==> src/sv/dts_pkg.sv <==
package dts_pkg;

  localparam int unsigned CHANNELS = 32;
  localparam int unsigned CH_AW    = (CHANNELS > 1) ? $clog2(CHANNELS) : 1;

  localparam int unsigned CH_W     = 5;
  localparam int unsigned SAMPLE_W = 10;
  localparam int unsigned VAL_W    = 8;
  localparam int unsigned DB_W     = 10;
  localparam int unsigned CFG_W    = 10;

  // x/6 for x < 1024 as (x * 683) >> 12
  localparam int unsigned DIV6_MUL   = 683;
  localparam int unsigned DIV6_SHIFT = 12;
  localparam int unsigned DIV6_PW    = 20;

  localparam logic [VAL_W-1:0] SMOOTH_RST = 8'd230;
  localparam logic [DB_W-1:0]  DB_RST     = 10'd4;

  typedef logic [CH_AW-1:0] ch_addr_t;

  typedef enum logic [0:0] {
    REG_SMOOTH   = 1'b0,
    REG_DEADBAND = 1'b1
  } reg_idx_e;

  typedef enum logic [1:0] {
    S_IDLE = 2'd0,
    S_EX1  = 2'd1,
    S_EX2  = 2'd2,
    S_WB   = 2'd3
  } state_e;

  typedef struct packed {
    logic [VAL_W-1:0] s1;
    logic [VAL_W-1:0] s2;
    logic [VAL_W-1:0] lr;
  } entry_t;

  typedef struct packed {
    logic load;
    logic ex1;
    logic ex2;
    logic wb;
  } upd_ctl_t;

  // floor((x*(256-f) + old*f) / 256)
  function automatic logic [VAL_W-1:0] ema(logic [VAL_W-1:0] x, logic [VAL_W-1:0] old,
                                           logic [VAL_W-1:0] f);
    logic [15:0] acc;
    acc = 16'(x) * (16'd256 - 16'(f)) + 16'(old) * 16'(f);
    return acc[15:8];
  endfunction

endpackage

==> src/sv/dts_state_mem.sv <==
module dts_state_mem (
  input  logic              clk_i,
  input  logic              rst_ni,
  input  logic              rd_en_i,
  input  dts_pkg::ch_addr_t rd_addr_i,
  output dts_pkg::entry_t   rd_entry_o,
  input  logic              wr_en_i,
  input  dts_pkg::ch_addr_t wr_addr_i,
  input  dts_pkg::entry_t   wr_entry_i
);

  dts_pkg::entry_t                   mem_q [dts_pkg::CHANNELS];
  dts_pkg::entry_t                   rdata_q;
  logic [dts_pkg::CHANNELS-1:0]      vld_q;
  logic                              rd_vld_q;

  always_ff @(posedge clk_i) begin
    if (wr_en_i) begin
      mem_q[wr_addr_i] <= wr_entry_i;
    end
    if (rd_en_i) begin
      rdata_q <= mem_q[rd_addr_i];
    end
  end

  // entries never written read as zero
  always_ff @(posedge clk_i or negedge rst_ni) begin
    if (!rst_ni) begin
      vld_q    <= '0;
      rd_vld_q <= 1'b0;
    end else begin
      if (wr_en_i) begin
        vld_q[wr_addr_i] <= 1'b1;
      end
      if (rd_en_i) begin
        rd_vld_q <= vld_q[rd_addr_i];
      end
    end
  end

  assign rd_entry_o = rd_vld_q ? rdata_q : '0;

endmodule

==> src/sv/dts_update.sv <==
module dts_update (
  input  logic                               clk_i,
  input  dts_pkg::upd_ctl_t                  ctl_i,
  input  logic [dts_pkg::SAMPLE_W-1:0]       sample_i,
  input  logic                               ack_i,
  input  logic                               in_range_i,
  input  dts_pkg::entry_t                    entry_i,
  input  logic [dts_pkg::VAL_W-1:0]          smooth_i,
  input  logic [dts_pkg::DB_W-1:0]           deadband_i,
  output logic                               wr_en_o,
  output dts_pkg::entry_t                    wr_entry_o,
  output logic [dts_pkg::VAL_W-1:0]          smoothed_o,
  output logic                               changed_o
);

  logic [dts_pkg::SAMPLE_W-1:0] raw_q;
  logic [dts_pkg::VAL_W-1:0]    quot_q;
  logic                         ack_q;
  logic                         in_range_q;
  logic                         upd_q;
  logic [dts_pkg::VAL_W-1:0]    n1_q;
  logic [dts_pkg::VAL_W-1:0]    n2_q;

  logic [dts_pkg::DIV6_PW-1:0]  div_prod;
  logic [dts_pkg::SAMPLE_W:0]   raw_x;
  logic [dts_pkg::SAMPLE_W:0]   s1_x;
  logic [dts_pkg::SAMPLE_W:0]   db_x;
  logic                         upd;
  logic [dts_pkg::VAL_W-1:0]    sm;

  assign div_prod = dts_pkg::DIV6_PW'(sample_i) * dts_pkg::DIV6_PW'(dts_pkg::DIV6_MUL);

  assign raw_x = (dts_pkg::SAMPLE_W + 1)'(raw_q);
  assign s1_x  = (dts_pkg::SAMPLE_W + 1)'(entry_i.s1);
  assign db_x  = (dts_pkg::SAMPLE_W + 1)'(deadband_i);
  // unscaled raw sample against scaled stage one, outside the band on either side
  assign upd   = (raw_x > s1_x + db_x) || (raw_x + db_x < s1_x);

  always_ff @(posedge clk_i) begin
    if (ctl_i.load) begin
      raw_q      <= sample_i;
      quot_q     <= div_prod[dts_pkg::DIV6_SHIFT +: dts_pkg::VAL_W];
      ack_q      <= ack_i;
      in_range_q <= in_range_i;
    end
    if (ctl_i.ex1) begin
      upd_q <= upd;
      n1_q  <= dts_pkg::ema(quot_q, entry_i.s1, smooth_i);
    end
    if (ctl_i.ex2) begin
      n2_q <= dts_pkg::ema(n1_q, entry_i.s2, smooth_i);
    end
  end

  always_comb begin
    sm            = upd_q ? n2_q : entry_i.s2;
    wr_entry_o.s1 = upd_q ? n1_q : entry_i.s1;
    wr_entry_o.s2 = sm;
    wr_entry_o.lr = ack_q ? sm : entry_i.lr;
    wr_en_o       = ctl_i.wb & in_range_q;
    smoothed_o    = in_range_q ? sm : '0;
    changed_o     = in_range_q && (sm != entry_i.lr);
  end

endmodule

==> src/sv/deadband_two_stage_smoother_top.sv <==
// Two-stage exponential smoother with deadband, 32 channels. For each accepted sample, the
// channel's state word is read from the state memory on acceptance, the deadband test and
// stage one follow, then stage two, then writeback and the result register.
// The per-channel read-modify-write of that single memory paces the block, so a new sample is
// taken the cycle after writeback at the earliest; none is accepted while one is in flight.
// A result may wait in the output register while the next sample is accepted. Per-channel
// valid flops clear the state at reset at once; there is no clearing pass. Write
// smooth_factor and deadband only while no sample is in flight.
module deadband_two_stage_smoother_top (
  input  logic                          clk_i,
  input  logic                          rst_ni,
  input  logic                          cfg_we_i,
  input  logic                          cfg_idx_i,
  input  logic [dts_pkg::CFG_W-1:0]     cfg_wdata_i,
  input  logic                          in_valid_i,
  output logic                          in_ready_o,
  input  logic [dts_pkg::CH_W-1:0]      channel_i,
  input  logic [dts_pkg::SAMPLE_W-1:0]  sample_i,
  input  logic                          acknowledge_i,
  output logic                          out_valid_o,
  input  logic                          out_ready_i,
  output logic [dts_pkg::CH_W-1:0]      out_channel_o,
  output logic [dts_pkg::VAL_W-1:0]     smoothed_o,
  output logic                          changed_o
);

  dts_pkg::state_e              state_q, state_d;
  logic [dts_pkg::VAL_W-1:0]    smooth_q;
  logic [dts_pkg::DB_W-1:0]     db_q;
  logic [dts_pkg::CH_W-1:0]     ch_q;
  dts_pkg::ch_addr_t            addr_q;
  logic                         out_valid_q, out_valid_d;
  logic [dts_pkg::CH_W-1:0]     out_ch_q;
  logic [dts_pkg::VAL_W-1:0]    out_sm_q;
  logic                         out_chg_q;

  dts_pkg::upd_ctl_t            ctl;
  logic                         accept;
  logic                         in_range;
  dts_pkg::entry_t              rd_entry;
  dts_pkg::entry_t              wr_entry;
  logic                         wr_en;
  logic [dts_pkg::VAL_W-1:0]    upd_sm;
  logic                         upd_chg;

  assign accept   = in_valid_i & in_ready_o;
  assign in_range = (32'(channel_i) < dts_pkg::CHANNELS);

  always_ff @(posedge clk_i or negedge rst_ni) begin
    if (!rst_ni) begin
      smooth_q <= dts_pkg::SMOOTH_RST;
      db_q     <= dts_pkg::DB_RST;
    end else if (cfg_we_i) begin
      unique case (dts_pkg::reg_idx_e'(cfg_idx_i))
        dts_pkg::REG_SMOOTH:   smooth_q <= cfg_wdata_i[dts_pkg::VAL_W-1:0];
        dts_pkg::REG_DEADBAND: db_q     <= cfg_wdata_i[dts_pkg::DB_W-1:0];
        default: ;
      endcase
    end
  end

  always_comb begin
    state_d = state_q;
    unique case (state_q)
      dts_pkg::S_IDLE: if (accept) state_d = dts_pkg::S_EX1;
      dts_pkg::S_EX1:  state_d = dts_pkg::S_EX2;
      dts_pkg::S_EX2:  state_d = dts_pkg::S_WB;
      dts_pkg::S_WB:   if (!out_valid_q || out_ready_i) state_d = dts_pkg::S_IDLE;
      default:         state_d = dts_pkg::S_IDLE;
    endcase
  end

  always_comb begin
    in_ready_o = (state_q == dts_pkg::S_IDLE);
    ctl.load   = accept;
    ctl.ex1    = (state_q == dts_pkg::S_EX1);
    ctl.ex2    = (state_q == dts_pkg::S_EX2);
    // hold writeback until the output register is free
    ctl.wb     = (state_q == dts_pkg::S_WB) && (!out_valid_q || out_ready_i);
  end

  always_comb begin
    out_valid_d = out_valid_q;
    if (ctl.wb) begin
      out_valid_d = 1'b1;
    end else if (out_ready_i) begin
      out_valid_d = 1'b0;
    end
  end

  always_ff @(posedge clk_i or negedge rst_ni) begin
    if (!rst_ni) begin
      state_q     <= dts_pkg::S_IDLE;
      out_valid_q <= 1'b0;
    end else begin
      state_q     <= state_d;
      out_valid_q <= out_valid_d;
    end
  end

  always_ff @(posedge clk_i) begin
    if (accept) begin
      ch_q   <= channel_i;
      addr_q <= dts_pkg::ch_addr_t'(channel_i);
    end
    if (ctl.wb) begin
      out_ch_q  <= ch_q;
      out_sm_q  <= upd_sm;
      out_chg_q <= upd_chg;
    end
  end

  dts_state_mem u_mem (
    .clk_i      (clk_i),
    .rst_ni     (rst_ni),
    .rd_en_i    (accept),
    .rd_addr_i  (dts_pkg::ch_addr_t'(channel_i)),
    .rd_entry_o (rd_entry),
    .wr_en_i    (wr_en),
    .wr_addr_i  (addr_q),
    .wr_entry_i (wr_entry)
  );

  dts_update u_upd (
    .clk_i      (clk_i),
    .ctl_i      (ctl),
    .sample_i   (sample_i),
    .ack_i      (acknowledge_i),
    .in_range_i (in_range),
    .entry_i    (rd_entry),
    .smooth_i   (smooth_q),
    .deadband_i (db_q),
    .wr_en_o    (wr_en),
    .wr_entry_o (wr_entry),
    .smoothed_o (upd_sm),
    .changed_o  (upd_chg)
  );

  assign out_valid_o   = out_valid_q;
  assign out_channel_o = out_ch_q;
  assign smoothed_o    = out_sm_q;
  assign changed_o     = out_chg_q;

  a_accept_starts: assert property (@(posedge clk_i) disable iff (!rst_ni)
    accept |=> state_q == dts_pkg::S_EX1)
    else $error("accepted transaction did not start processing");

  a_write_in_wb: assert property (@(posedge clk_i) disable iff (!rst_ni)
    wr_en |-> (state_q == dts_pkg::S_WB) && (!out_valid_q || out_ready_i))
    else $error("state write outside writeback");

  a_result_from_wb: assert property (@(posedge clk_i) disable iff (!rst_ni)
    $rose(out_valid_q) |-> $past(state_q) == dts_pkg::S_WB)
    else $error("result appeared without writeback");

  a_wb_holds: assert property (@(posedge clk_i) disable iff (!rst_ni)
    (state_q == dts_pkg::S_WB) && out_valid_q && !out_ready_i |=> state_q == dts_pkg::S_WB)
    else $error("writeback left while output register was full");

endmodule
==> config.mk <==
export PLATFORM = sky130hd
export DESIGN_NAME = deadband_two_stage_smoother_top
export DESIGN_NICKNAME = d
export VERILOG_FILES = /design/src/sv/dts_pkg.sv /design/src/sv/dts_state_mem.sv /design/src/sv/dts_update.sv /design/src/sv/deadband_two_stage_smoother_top.sv
export SDC_FILE = /design/constraint.sdc
export NUM_CORES = 2
export LEC_CHECK = 0
export BUFFER_PORTS_ARGS = -buffer_cell sky130_fd_sc_hd__buf_2
export CORE_MARGIN = 1
export CORE_UTILIZATION = 55
export DETAILED_ROUTE_END_ITERATION = 12
export PLACE_DENSITY_LB_ADDON = 0.3
export SLEW_MARGIN = 25
export SYNTH_ARGS = -nofsm -noshare
export SYNTH_HDL_FRONTEND = slang
export SYNTH_SLANG_ARGS = --single-unit
==> constraint.sdc <==
create_clock -name clk_i -period 13.9 [get_ports clk_i]
set_input_delay 2.085 -clock clk_i [delete_from_list [all_inputs] [get_ports clk_i]]
set_output_delay 2.085 -clock clk_i [all_outputs]
set_load 0.02 [all_outputs]
; ---- Word level (Yosys, flattened, before mapping)
; Memory sizes are Yosys's and may differ from the RTL's. A register that Yosys moved wholly into a read port is not among the register bits.
; Cells that the tools add are included.
[totals]
latch_bits = 0
mem_bits_ro = 0
output_inout_bits = 16
n_memories = 1
regBits = 109
ramBits = 768
[classes]
n_mux = 15
shift = 0
magnitude_cmp = 5
mul = 5
div = 0
bitwise = 3
n_addsub = 5
n_eq_ne = 6
reduce_logical = 10
[mem_list]
columns = name, depth, width, rd, rd_ports_with_merged_regs, write_ports, line_no
row1 = u_mem.mem_q, 32, 24, 1, 1, 1, dts_state_mem.sv:12  ; dts_pkg::entry_t mem_q [dts_pkg::CHANNELS];
[ops]
columns = op, n
row1 = $add A16 B16 Y16, 2
row2 = $mul A8 B16 Y16, 2
row3 = $mul A8 B8 Y16, 2
row4 = $or A32 B32 Y32, 1
row5 = $mux W24, 1
row6 = $mux W8, 3
row7 = $mul A10 B10 Y20 const B, 1
row8 = $lt A5 B6 Y1 const B, 2
row9 = $add A10 B10 Y11, 1
row10 = $add A8 B10 Y11, 1
row11 = $gt A10 B11 Y1, 1
row12 = $lt A11 B8 Y1, 1
row13 = $sub A9 B8 Y10 const A, 1
row14 = $ne A8 B8 Y1, 1
row15 = $pmux W2 S4, 1
row16 = $mux W1, 6
row17 = $reduce_and A2 Y1, 3
row18 = $bmux W1 S5, 1
row19 = $demux W1 S5, 1
row20 = $ge A5 B1 Y1 const B, 1
row21 = $eq A2 B2 Y1 const B, 2
row22 = $mux W2, 2
row23 = $eq A2 B1 Y1 const B, 1
row24 = $logic_and A1 B1 Y1, 2
row25 = other kinds (8), 9

; ---- Depth between registers and ports, before layout
[logic_depth]
depth_word = 5
depth_mapped = 26

; ---- By module
; Synthesis repeated with hierarchy kept, for this count alone.
[hier_totals]
hier_cells = 2795
area_unflattened_um2 = 46050.4
[modules_own_cells]
columns = mod, cells_per_inst, area_per_inst_um2, instances
row1 = dts_state_mem, 1293, 31490.2, 1
row2 = dts_update, 1425, 13101.3, 1
row3 = deadband_two_stage_smoother_top, 77, 1458.9, 1

; ---- Worst setup path after synthesis
; OpenSTA, ideal clock, no wires.
[synth_path]
path_kind = reg-to-reg
start = register smooth_q[0] (netlist name)
end = register u_upd.n1_q[6] (netlist name), data pin
path_buffers = 3
setup_time_ps = 195
t_arrival_ps = 6800
path_stages_with_launch = 26
slack_ps = 6905
path_cell_list = dfrtp_1 clkbuf_1 inv_1 clkbuf_1 ha_1 nor3b_1 nand2_1 xor2_1 clkbuf_1 nand2_1 fa_1 fa_1 inv_1 fa_1 fa_1 fa_1 inv_1 fa_1 inv_1 ha_1 a21oi_1 nor2b_1 a211oi_1 a21oi_1 or4_1 o311ai_0
[synth_between]
elab_chain_len = 3
word_cells_on_any_way = 4
[synth_rtl]
columns = element, line_no
row1 = "start, declared", deadband_two_stage_smoother_top.sv:28  ; logic [dts_pkg::VAL_W-1:0] smooth_q;
row2 = "start signal, assigned", deadband_two_stage_smoother_top.sv:51  ; smooth_q <= dts_pkg::SMOOTH_RST;
row3 = "start signal, assigned", deadband_two_stage_smoother_top.sv:55  ; dts_pkg::REG_SMOOTH: smooth_q <= cfg_wdata_i[dts_pkg::VAL_W-1:0];
row4 = $sub A9 B8 Y10, dts_pkg.sv:51  ; acc = 16'(x) * (16'd256 - 16'(f)) + 16'(old) * 16'(f);
row5 = $mul A8 B16 Y16, dts_pkg.sv:51
row6 = $add A16 B16 Y16 (*), dts_pkg.sv:51
row7 = "end signal, assigned", dts_update.sv:48  ; n1_q <= dts_pkg::ema(quot_q, entry_i.s1, smooth_i);
row8 = "end, declared", dts_update.sv:21  ; logic [dts_pkg::VAL_W-1:0] n1_q;
; Mark *: on every way between the ends. The rest lies on a longest branch, timed or not.
; A chain may end at the register's enable or synchronous reset.

; ---- Final worst setup path
[layout_path]
start = register smooth_q[0] (netlist name)
end = register u_upd.n1_q[7] (netlist name), data pin
; Same word-level chain as after synthesis.

==> flow_metrics.tcl <==
set metrics [dict create \
    status "completed" \
    die_w_um 291 \
    post-route-period-util 0.592 \
    fmax_mhz 121 \
    gp_congestion 0.854 \
    worstPathArrival_ps 8610 \
    timing.final.max_slew_violations 0 \
    number_of_instances_in_the_synthesized_netlist 2794 \
    antennaDiodeCount 0 \
    netlist_top_cells_area "edfxtp_1 (55%), mux4_2 (12%), fa_1 (9.8%)" \
    cts_max_level 3 \
    hold_class "flop to flop" \
    dp_hpwl_mm 65.8 \
    path_cells "inv_1 -> ha_1 -> nor3b_1 -> xnor2_1 -> buf_4 -> nand2_1 -> fa_1 -> fa_1 -> fa_1 -> inv_1 -> fa_1 -> fa_1 -> inv_1 -> fa_1 -> inv_1 -> ha_1 -> a211oi_1 -> o211ai_1 -> a211oi_1 -> a21oi_1 -> o41ai_1 -> xnor2_1" \
    synth_nets 3270 \
    grt_pass1_vias 26000 \
    postSynth.topFlopCell "edfxtp_1" \
    path_max_fanout 20 \
    clock_tree_from_tritoncts "done" \
    root_cell_of_the_clock_tree "clkbuf_16" \
    sequential_cell_area_fraction_in_the_yosys_report 0.584 \
    clkTransAtPathRegs_ps 60 \
    num_rows 105 \
    ys_ff_latch 901 \
    routed_wl_mm 105 \
    aggregate_global_route_resource_usage 0.253 \
    ctsHoldBuffers 0 \
    finalCriticalPeriod_ps 8230 \
    finish.net_count 3356 \
    dieHeight_um 291 \
    skew_pair_late_insertion_delay_ps 650 \
    viasPerCell 6.13 \
    cts_inserted_buffers 88 \
    synth_top_area_share 0.555 \
    cts_resized 0 \
    synth_top_area_cell "edfxtp_1" \
    clock_sinks 901 \
    route.detailed.drc 0 \
    buffers_on_ports 47 \
    rsz0062_at_grt "no" \
    timing.critical_path.to_type "flop" \
    yosys.cell_count.top_type "edfxtp_1" \
    antenna_found_initial 3 \
    drt-wirelength-per-cell_um 26.0 \
    drt_iter0_markers 2346 \
    floorplan.die_area_um2 84500 \
    synth_enable_flop_cells 847 \
    synth_cell_type_count 56 \
    ys_warn_count 0 \
    detailroute.via_count 24600 \
    setup-violations-final 0 \
    relSlewSlack 0.288 \
    area_overhead_vs_synth_pct 11.1 \
    synth_top_cells_by_count "edfxtp_1 (847), inv_1 (340), mux4_2 (250), fa_1 (224), ha_1 (220)" \
    cts_post_setup_buffers_inserted 0 \
    total_count_of_hold_check_failures_in_the_final_report 0 \
    worstMarginPinSlew_ps 1070 \
    num_io_pins 48 \
    synth_cell_area_um2 45900 \
    clock_skew_ps 21.6 \
    route.antenna.remaining_nets 0 \
    initial_utilization 0.558 \
    crit_path_top_delay_cell "dfrtp_1" \
    critPathKind "flop to flop" \
    drt_pass1_iterations 5 \
    grt.overflow.total 0 \
    mapped_avg_cell_area_um2 16.4 \
    critical_path.most_common_cell "fa_1" \
    worstPathRequired_ps 14270 \
    timing.critical_path.from_type "flop" \
    grt_first_pass_wirelength_mm 159 \
    maximum_number_of_pins_on_one_net_before_global_route_repair 108 \
    tns_ps 0 \
    core_region_area_um2 82200 \
    max_cap_viol_count 0 \
    final_layout_size_suffix_gt1_frac 0.210 \
    worst_path_largest_cell_delay_ps 720 \
    buffers_from_clock_root_to_sink_at_most 3 \
    synth-async-reset-ratio 0.0599 \
]
[final timing paths]
path / startpoint / end / slack, ps / cells past startpoint
worst min register to register: u_mem.vld_q[15] / u_mem.vld_q[15] / 470 / 1
worst min-delay path: u_mem.vld_q[15] / u_mem.vld_q[15] / 470 / 1
worst max-delay path: smooth_q[0] / u_upd.n1_q[7] / 5670 / 22
min in group asynchronous: rst_ni / u_mem.vld_q[16] / 1640 / 2
max in group asynchronous: rst_ni / u_mem.rd_vld_q / 11670 / 2
worst max register to register: smooth_q[0] / u_upd.n1_q[7] / 5670 / 22
[sequential cells by signal (all words and copies together), names as in the netlist, 5 cells and up]
signal,count
addr_q,5
db_q,10
out_channel_o,5
smooth_q,8
smoothed_o,8
u_mem.mem_q,768
u_mem.rdata_q,24
u_mem.vld_q,32
u_upd.n1_q,8
u_upd.n2_q,8
u_upd.quot_q,8
u_upd.raw_q,10
[worst max-delay path, delay by kind of cell, from the launching register on]
family          cells  cell delay, ps
flops               1             720
simple gates        2             270
xor+xnor            2             740
fa+ha+maj           8            3630
compound gates      5            1720
buf+inv             5             870
[cell type report]
| type | instances | area (um^2) |
|---|---|---|
| fill | 5761 | 31300 |
| sequential | 901 | 26800 |
| multi-input combinational | 1439 | 17700 |
| clock buffer | 103 | 2300 |
| tap | 1070 | 1340 |
| inverter | 340 | 1280 |
| timing repair buffer | 110 | 933 |
| clock inverter | 54 | 657 |
[stage by stage]
| stage | worst slack, ps | hold WS, ps | utilization | instance area, um^2 | cells |
|---|---|---|---|---|---|
| 2_1_floorplan | 6910 | 434 | - | 45900 | 2794 |
| 3_3_place_gp | 6070 | 446 | 0.580 | 47700 | 3850 |
| 3_5_place_dp | 5790 | 447 | 0.583 | 48000 | 3860 |
| 4_1_cts | 5770 | 462 | 0.619 | 50900 | 4017 |
| 5_1_grt | 5300 | 480 | 0.620 | 51000 | 4017 |
| 6_report | 5670 | 466 | 0.620 | 51000 | 4017 |
[kinds of logic (layout without fill, tap and decap cells)]
logic type	after synthesis	count (layout)	synth area share
buffers and inverters	454	607	0.0378
AOI/OAI and AO/OA	144	144	0.0205
and+or+nand+nor	504	504	0.0557
xor gates and xnor gates	54	54	0.0106
DFF	901	901	0.584
adders and majority gates	444	444	0.158
muxes	293	293	0.133
[cell usage in the layout (no fill, tap or decap), drive strengths merged, types with 4 or more instances in the layout]
cell    instances
a211oi          6
a21o           17
a21oi          32
a22o           10
a31oi           4
and2           89
and3           66
buf           109
bufinv         13
clkbuf        104
clkinv         35
dfrtp          48
dfstp           6
edfxtp        847
fa            224
ha            220
inv           344
mux2           42
mux4          250
nand2         138
nand2b          6
nand3          25
nand3b          6
nand4           9
nor2           91
nor2b           6
nor3           18
o211ai          6
o21a            7
o21ai          37
o21bai          5
or2            33
or3             5
xnor2          37
xor2           16
[layer usage]
| layer | routed length, um | global-route usage | up-vias |
|---|---|---|---|
| li1 | - | - | 10500 |
| met1 | 41300 | 0.335 | 13000 |
| met2 | 53200 | 0.434 | 968 |
| met3 | 6650 | 0.0339 | 229 |
| met4 | 3490 | 0.0868 | 2 |
| met5 | 12 | 0 | - |
Power is not shown: default switching activity piles up to over one toggle a cycle in this logic, so the estimate is an artifact.
